File: src/rtl/core/skf_pkg.sv
// ----------------------------------------------------------------------------
// Scalar Kalman filter package
// Widths, datapath operation codes and the microcode program of the filter
// sequencer.
// ----------------------------------------------------------------------------
package skf_pkg;

  localparam int unsigned DataW = 32;
  localparam int unsigned FracW = 16;
  localparam int unsigned GainW = FracW + 1;
  localparam int unsigned PredW = DataW + 1;
  localparam int unsigned DenW  = DataW + 2;
  localparam int unsigned NumW  = PredW + FracW + 1;
  localparam int unsigned ProdW = GainW + 1 + DenW;
  localparam int unsigned CntW  = $clog2(GainW);
  localparam int unsigned PcW   = 4;
  localparam int unsigned CfgIdxW = 1;

  localparam logic [CfgIdxW-1:0] CfgProcessNoise     = 1'b0;
  localparam logic [CfgIdxW-1:0] CfgMeasurementNoise = 1'b1;
  localparam logic [DataW-1:0]   ProcessNoiseRst     = DataW'(328);
  localparam logic [DataW-1:0]   MeasurementNoiseRst = DataW'(35586);
  localparam logic [GainW-1:0]   GainOne = GainW'(1) << FracW;
  localparam logic [CntW-1:0]    DivSteps = CntW'(GainW - 1);

  typedef enum logic [3:0] {
    OP_IDLE,
    OP_DENOM,
    OP_DIV_INIT,
    OP_DIV_STEP,
    OP_GAIN,
    OP_MUL_EST,
    OP_EST,
    OP_MUL_COV,
    OP_COV,
    OP_CLEAR,
    OP_EMIT
  } uop_e;

  typedef enum logic [2:0] {
    JC_NONE,
    JC_ALWAYS,
    JC_NO_XFER,
    JC_CLEAR,
    JC_DIV_MORE,
    JC_OUT_BUSY
  } jcond_e;

  typedef struct packed {
    uop_e           op;
    jcond_e         cond;
    logic [PcW-1:0] target;
    logic           done;
  } uword_t;

  localparam logic [PcW-1:0] PcIdle     = 4'd0;
  localparam logic [PcW-1:0] PcDenom    = 4'd1;
  localparam logic [PcW-1:0] PcDivInit  = 4'd2;
  localparam logic [PcW-1:0] PcDivStep  = 4'd3;
  localparam logic [PcW-1:0] PcGain     = 4'd4;
  localparam logic [PcW-1:0] PcMulEst   = 4'd5;
  localparam logic [PcW-1:0] PcEst      = 4'd6;
  localparam logic [PcW-1:0] PcMulCov   = 4'd7;
  localparam logic [PcW-1:0] PcCov      = 4'd8;
  localparam logic [PcW-1:0] PcClear    = 4'd9;
  localparam logic [PcW-1:0] PcEmit     = 4'd10;

  function automatic uword_t ucode_rom(logic [PcW-1:0] pc);
    uword_t w;
    w = '{op: OP_IDLE, cond: JC_ALWAYS, target: PcIdle, done: 1'b0};
    unique case (pc)
      PcIdle:    w = '{op: OP_IDLE,     cond: JC_NO_XFER,  target: PcIdle,    done: 1'b0};
      PcDenom:   w = '{op: OP_DENOM,    cond: JC_CLEAR,    target: PcClear,   done: 1'b0};
      PcDivInit: w = '{op: OP_DIV_INIT, cond: JC_NONE,     target: PcIdle,    done: 1'b0};
      PcDivStep: w = '{op: OP_DIV_STEP, cond: JC_DIV_MORE, target: PcDivStep, done: 1'b0};
      PcGain:    w = '{op: OP_GAIN,     cond: JC_NONE,     target: PcIdle,    done: 1'b0};
      PcMulEst:  w = '{op: OP_MUL_EST,  cond: JC_NONE,     target: PcIdle,    done: 1'b0};
      PcEst:     w = '{op: OP_EST,      cond: JC_NONE,     target: PcIdle,    done: 1'b0};
      PcMulCov:  w = '{op: OP_MUL_COV,  cond: JC_NONE,     target: PcIdle,    done: 1'b0};
      PcCov:     w = '{op: OP_COV,      cond: JC_ALWAYS,   target: PcEmit,    done: 1'b0};
      PcClear:   w = '{op: OP_CLEAR,    cond: JC_NONE,     target: PcIdle,    done: 1'b0};
      PcEmit:    w = '{op: OP_EMIT,     cond: JC_OUT_BUSY, target: PcEmit,    done: 1'b1};
      default:   w = '{op: OP_IDLE,     cond: JC_ALWAYS,   target: PcIdle,    done: 1'b0};
    endcase
    return w;
  endfunction

endpackage

File: src/rtl/core/scalar_kalman_filter.sv
// ----------------------------------------------------------------------------
// Scalar Kalman filter
// One-dimensional Kalman filter in signed Q16.16, run by a microcoded
// sequencer over a shared multiplier and a restoring divider.
// ----------------------------------------------------------------------------
// An update transfer runs the denominator, the gain division, the estimate
// and covariance updates and the emit step; a clear transfer zeroes the
// estimate, covariance and gain and then emits. The update time is set by
// the gain division, which resolves one quotient bit per cycle, and by the
// two passes through the one shared multiplier. A finished result waits in
// an output register, so the next input is taken while it is still pending.
module scalar_kalman_filter
  import skf_pkg::*;
(
  input  logic                    clk_i,
  input  logic                    rst_ni,
  input  logic                    in_valid_i,
  output logic                    in_stall_o,
  input  logic                    command_i,
  input  logic signed [DataW-1:0] measurement_i,
  output logic                    out_valid_o,
  input  logic                    out_stall_i,
  output logic signed [DataW-1:0] estimate_o,
  output logic        [GainW-1:0] gain_o,
  input  logic                    cfg_we_i,
  input  logic      [CfgIdxW-1:0] cfg_index_i,
  input  logic        [DataW-1:0] cfg_data_i
);

  logic [PcW-1:0] pc_q, pc_d;
  uword_t uw;

  logic [DataW-1:0] q_noise_q, r_noise_q;
  logic signed [DataW-1:0] est_q, est_d;
  logic [DataW-1:0] cov_q, cov_d;
  logic cmd_q, cmd_d;
  logic signed [DataW-1:0] meas_q, meas_d;
  logic [PredW-1:0] pred_q, pred_d;
  logic [DenW-1:0] den_q, den_d;
  logic [DenW-1:0] rem_q, rem_d;
  logic [GainW-1:0] num_q, num_d;
  logic [CntW-1:0] cnt_q, cnt_d;
  logic [GainW-1:0] gain_q, gain_d;
  logic signed [PredW-1:0] innov_q, innov_d;
  logic signed [ProdW-1:0] prod_q, prod_d;
  logic out_valid_q, out_valid_d;
  logic signed [DataW-1:0] out_est_q, out_est_d;
  logic [GainW-1:0] out_gain_q, out_gain_d;

  logic in_xfer;
  logic out_busy;
  logic jump;
  logic [NumW-1:0] num_init;
  logic [DenW:0] rem_sh, div_diff;
  logic div_ge;
  logic [GainW-1:0] mul_a;
  logic signed [DenW-1:0] mul_b;
  logic signed [ProdW-1:0] mul_p;
  logic signed [ProdW-1:0] rnd;
  logic signed [ProdW-FracW-1:0] corr;
  logic signed [ProdW-FracW-1:0] est_sum;

  assign uw = ucode_rom(pc_q);
  assign in_stall_o = (pc_q != PcIdle);
  assign in_xfer = in_valid_i && !in_stall_o;
  assign out_busy = out_valid_q && out_stall_i;

  always_comb begin
    unique case (uw.cond)
      JC_NONE:     jump = 1'b0;
      JC_ALWAYS:   jump = 1'b1;
      JC_NO_XFER:  jump = !in_xfer;
      JC_CLEAR:    jump = cmd_q;
      JC_DIV_MORE: jump = (cnt_q != '0);
      JC_OUT_BUSY: jump = out_busy;
      default:     jump = 1'b1;
    endcase
    if (jump) begin
      pc_d = uw.target;
    end else if (uw.done) begin
      pc_d = PcIdle;
    end else begin
      pc_d = pc_q + PcW'(1);
    end
  end

  assign num_init = {1'b0, pred_q, FracW'(0)} + NumW'(den_q[DenW-1:1]);
  assign rem_sh   = {rem_q, num_q[GainW-1]};
  assign div_diff = rem_sh - {1'b0, den_q};
  assign div_ge   = !div_diff[DenW];

  always_comb begin
    if (uw.op == OP_MUL_COV) begin
      mul_a = GainOne - gain_q;
      mul_b = $signed({1'b0, pred_q});
    end else begin
      mul_a = gain_q;
      mul_b = DenW'(innov_q);
    end
  end

  assign mul_p   = $signed({1'b0, mul_a}) * mul_b;
  assign rnd     = prod_q + ProdW'(1 << (FracW - 1));
  assign corr    = rnd[ProdW-1:FracW];
  assign est_sum = (ProdW-FracW)'(est_q) + corr;

  always_comb begin
    est_d       = est_q;
    cov_d       = cov_q;
    cmd_d       = cmd_q;
    meas_d      = meas_q;
    pred_d      = pred_q;
    den_d       = den_q;
    rem_d       = rem_q;
    num_d       = num_q;
    cnt_d       = cnt_q;
    gain_d      = gain_q;
    innov_d     = innov_q;
    prod_d      = prod_q;
    out_est_d   = out_est_q;
    out_gain_d  = out_gain_q;
    out_valid_d = out_valid_q && out_stall_i;
    unique case (uw.op)
      OP_IDLE: begin
        if (in_xfer) begin
          cmd_d  = command_i;
          meas_d = measurement_i;
          pred_d = PredW'(cov_q) + PredW'(q_noise_q);
        end
      end
      OP_DENOM: begin
        den_d = DenW'(pred_q) + DenW'(r_noise_q);
      end
      OP_DIV_INIT: begin
        rem_d = DenW'(num_init[NumW-1:GainW]);
        num_d = num_init[GainW-1:0];
        cnt_d = DivSteps;
      end
      OP_DIV_STEP: begin
        rem_d = div_ge ? div_diff[DenW-1:0] : rem_sh[DenW-1:0];
        num_d = {num_q[GainW-2:0], div_ge};
        cnt_d = cnt_q - CntW'(1);
      end
      OP_GAIN: begin
        if (den_q == '0) begin
          gain_d = '0;
        end else if (num_q > GainOne) begin
          gain_d = GainOne;
        end else begin
          gain_d = num_q;
        end
        innov_d = PredW'(meas_q) - PredW'(est_q);
      end
      OP_MUL_EST, OP_MUL_COV: begin
        prod_d = mul_p;
      end
      OP_EST: begin
        if (est_sum[ProdW-FracW-1:DataW-1] == '0 ||
            est_sum[ProdW-FracW-1:DataW-1] == '1) begin
          est_d = est_sum[DataW-1:0];
        end else if (est_sum[ProdW-FracW-1]) begin
          est_d = {1'b1, (DataW-1)'(0)};
        end else begin
          est_d = {1'b0, {(DataW-1){1'b1}}};
        end
      end
      OP_COV: begin
        if (corr[ProdW-FracW-1:DataW-1] != '0) begin
          cov_d = {1'b0, {(DataW-1){1'b1}}};
        end else begin
          cov_d = {1'b0, corr[DataW-2:0]};
        end
      end
      OP_CLEAR: begin
        est_d  = '0;
        cov_d  = '0;
        gain_d = '0;
      end
      OP_EMIT: begin
        if (!out_busy) begin
          out_valid_d = 1'b1;
          out_est_d   = est_q;
          out_gain_d  = gain_q;
        end
      end
      default: begin
        out_valid_d = out_valid_q && out_stall_i;
      end
    endcase
  end

  always_ff @(posedge clk_i or negedge rst_ni) begin
    if (!rst_ni) begin
      pc_q        <= PcIdle;
      q_noise_q   <= ProcessNoiseRst;
      r_noise_q   <= MeasurementNoiseRst;
      est_q       <= '0;
      cov_q       <= '0;
      out_valid_q <= 1'b0;
      cnt_q       <= '0;
      cmd_q       <= 1'b0;
    end else begin
      pc_q        <= pc_d;
      est_q       <= est_d;
      cov_q       <= cov_d;
      out_valid_q <= out_valid_d;
      cnt_q       <= cnt_d;
      cmd_q       <= cmd_d;
      if (cfg_we_i) begin
        unique case (cfg_index_i)
          CfgProcessNoise:     q_noise_q <= cfg_data_i;
          CfgMeasurementNoise: r_noise_q <= cfg_data_i;
          default:             q_noise_q <= q_noise_q;
        endcase
      end
    end
  end

  always_ff @(posedge clk_i) begin
    meas_q     <= meas_d;
    pred_q     <= pred_d;
    den_q      <= den_d;
    rem_q      <= rem_d;
    num_q      <= num_d;
    gain_q     <= gain_d;
    innov_q    <= innov_d;
    prod_q     <= prod_d;
    out_est_q  <= out_est_d;
    out_gain_q <= out_gain_d;
  end

  assign out_valid_o = out_valid_q;
  assign estimate_o  = out_est_q;
  assign gain_o      = out_gain_q;

  a_cov_in_range: assert property (@(posedge clk_i) disable iff (!rst_ni)
    !cov_q[DataW-1])
    else $error("Kept covariance left its range.");

  a_update_starts: assert property (@(posedge clk_i) disable iff (!rst_ni)
    in_xfer |=> (pc_q == PcDenom))
    else $error("Accepted transfer did not start the program.");

  a_div_loops: assert property (@(posedge clk_i) disable iff (!rst_ni)
    (pc_q == PcDivStep && cnt_q != '0) |=> (pc_q == PcDivStep))
    else $error("Division ended early.");

  a_emit_source: assert property (@(posedge clk_i) disable iff (!rst_ni)
    $rose(out_valid_o) |-> ($past(pc_q) == PcEmit))
    else $error("Result appeared outside the emit step.");

  a_gain_bound: assert property (@(posedge clk_i) disable iff (!rst_ni)
    (pc_q == PcMulEst) |-> (gain_q <= GainOne))
    else $error("Gain exceeds one.");

endmodule
File: config.mk
export PLATFORM = sky130hd
export DESIGN_NAME = scalar_kalman_filter
export DESIGN_NICKNAME = d
export VERILOG_FILES = /design/src/rtl/core/skf_pkg.sv /design/src/rtl/core/scalar_kalman_filter.sv
export SDC_FILE = /design/constraint.sdc
export NUM_CORES = 2
export LEC_CHECK = 0
export BUFFER_PORTS_ARGS = -buffer_cell sky130_fd_sc_hd__buf_2
export CELL_PAD_IN_SITES_DETAIL_PLACEMENT = 0
export CELL_PAD_IN_SITES_GLOBAL_PLACEMENT = 1
export CORE_ASPECT_RATIO = 0.8
export CORE_MARGIN = 3
export CORE_UTILIZATION = 51
export DETAILED_ROUTE_END_ITERATION = 10
export GPL_TIMING_DRIVEN = 0
export PLACE_DENSITY = 0.82
export SYNTH_ARGS = -nofsm -noshare
export SYNTH_HDL_FRONTEND = slang
export SYNTH_SLANG_ARGS = --single-unit
File: constraint.sdc
create_clock -name clk_i -period 15 [get_ports clk_i]
set_input_delay 3 -clock clk_i [delete_from_list [all_inputs] [get_ports clk_i]]
set_output_delay 3 -clock clk_i [all_outputs]
set_load 0.005 [all_outputs]
==> results.toml <==
[drt]
via_count = 35433
route.detailed.drc = 0
routedWlPerCell_um = 23.8
dr.pass1.iters = 6
wl_mm = 145
drtIter0Drc = 3703
routed_via_density = 5.80
ant_nets = 0

[floorplan]
initial_core_util_pct = 52.0
die_y_um = 272
die_w_um = 339
num_io_pins = 122
dieArea_mm2 = 0.0922
rows = 96
core_area_mm2 = 0.0868

[cts]
cts_made_buffers = 43
cts_sinks = 424
clock_latency_ns = 0.59
cts.clk_slew.worst_paths_ns = 0.07
cts-htree-levels = 2
root_buffer = "clkbuf_16"
cts_buffer_depth = 3
hold_buffers = 0
ctsResizeCount = 0
cts_tree = "built"
postCtsSetupBuffers = 0

[critical_path]
cp_max_fo = 10
cp.depth = 28
cp_common_cell = "fa_1"
critPathLaunchType = "flop"
cp-end-kind = "flop"
required_ns = 15.28
max_stage_delay_ns = 1.01
path_delay_family = "adder cells"
worst_ep_arrival_time_ns = 12.01
rrSetupSlack_ns = 3.27
cp_num_buf_inv = 6
critical_path_class = "flop to flop"
cpMaxStageDelayCell = "nor2_1"
rr_worst_depth = 28

[worst_hold_path]
hp-class = "flop to flop"
holdPathStages = 1

[layout]
final_common_cell = "inv_1"
num_antenna_cells = 0
nets = 5833
final_cells = 6109
stdcell_area_mm2 = 0.0490
mostFrequentLayoutCells = "inv_1, nand2_1, fa_1"
drive_gt1_share_pct = 6.87
areaGrowthSynthToFinish_pct = 8.33

[sta]
rsz0062_at_grt = "no"
max_slew.worst_pin.slew_ns = 1.40
finalClockSkew_ns = 0.0251
hold_viol = 0
setup_slack_ns = 3.27
fmax_mhz = 85.2
period_needed_ns = 11.73
slew_headroom_pct = 4.13
fin_tns_setup_ns = 0
setup_viol = 0
drv_slew = 0
period_share_pct = 78.2

[status]
status = "complete, no violations"

[global_route]
grt_start_max_net_pins = 81
grt_overflow_total = 0
antenna_found_initial = 5
track_usage_pct = 31.9
grt_pass1_vias = 33988
grt_pass1_wl_mm = 220

[placement]
dpl-instance-area_mm2 = 0.0475
hpwl_mm = 122
portBuffers = 121
dp.cells = 6029
place_congestion = 0.966
dpl_worst_slack_ns = 3.49

[synth]
synthTopCellsByArea = "fa_1, edfxtp_1, ha_1, dfrtp_1, inv_1"
synth_ff_type = "edfxtp_1"
syn_nets = 5655
ys_types = 84
syn_area_per_cell_um2 = 9.57
synth_largest_area_cell = "fa_1"
yosys_warnings = 0
ys_ff_latch = 424
ys_seq_area_share_pct = 26.7
ys_async_sr_fraction_pct = 32.5
netlist_instances = 4720
synth_edf_count = 286
synthDominantCellAreaShare_pct = 24.6
syn_area_mm2 = 0.0452

[run]
max_cap_viol_count = 0
[metrics by stage]
stage / utilization [%] / hold WS [ns]
after global placement: 54.4 / 0.459
final: 56.4 / 0.479
after global routing: 56.4 / 0.505
after CTS: 56.4 / 0.479
after detailed placement: 54.7 / 0.471
after floorplan: - / 0.424
[synth_stat cells, drive strengths merged (7+ instances only)]
library cell and instances:
a21oi 222, buf 20, o211ai 17, xnor2 179, clkbuf 129, mux2i 51, o21a 41, a311oi 7
nor2 386, nor3 52, a211oi 21, nand3 73, inv 740, nand4 29, xor2 82, nor2b 40
or2 16, nand2 605, a31oi 25, o31ai 13, and3 43, a21o 86, nor4 21, dfstp 8
o21bai 19, o31a 7, edfxtp 286, dfrtp 130, or3 17, a21boi 8, mux2 72, a221o 19
fa 555, o21ai 145, a22o 45, and2 36, and4 9, ha 309, nand2b 71
[sequential cells by signal, summed over array words and instances, names as in the netlist, 32 cells and up]
| register | count |
|---|---|
| innov_q | 33 |
| rem_q | 34 |
| r_noise_q | 32 |
| meas_q | 32 |
| prod_q | 37 |
| est_q | 32 |
| den_q | 34 |
| pred_q | 33 |
| estimate_o | 32 |
| q_noise_q | 32 |
[layer usage]
layer	GRT usage (%)	part of all wire (%)	wire length, µm	vias up
li1	-	-	-	15907
met1	49.9	46	67100	17589
met2	43.6	40	57700	1749
met3	8.62	12	17000	188
met4	7.36	2.6	3760	0
met5	0	0	0	-
[logic make-up after synthesis]
group | after synthesis | synth area share, %
adder cells (fa/ha/maj) | 864 | 33.1
AO/OA/AOI/OAI | 743 | 10.8
XOR/XNOR | 261 | 5.06
flip-flops | 424 | 26.7
buffers and inverters | 889 | 7.45
multiplexers | 123 | 2.92
AND/OR/NAND/NOR | 1416 | 14.0
[final timing paths]
path | start | to
worst min-delay path | cnt_q[4] | cnt_q[4]
max in group asynchronous | rst_ni | r_noise_q[1]
worst max register to register | pc_q[2] | prod_q[50]
min in group asynchronous | rst_ni | q_noise_q[22]
worst max-delay path | pc_q[2] | prod_q[50]
worst min register to register | cnt_q[4] | cnt_q[4]
[area by class of cell]
type / count / area (µm²)
clock buffers: 53 / 1180
repair buffers: 133 / 797
flip-flops and latches: 424 / 12100
clock inverters: 27 / 279
inverters: 740 / 2780
well taps: 1176 / 1470
multi-input cells: 3407 / 29800
fillers: 7867 / 37900
plain buffers: 149 / 591
Power is left out: the tool's default activity adds up to more than one toggle a clock period on the data nets, which glitch-free logic cannot reach.
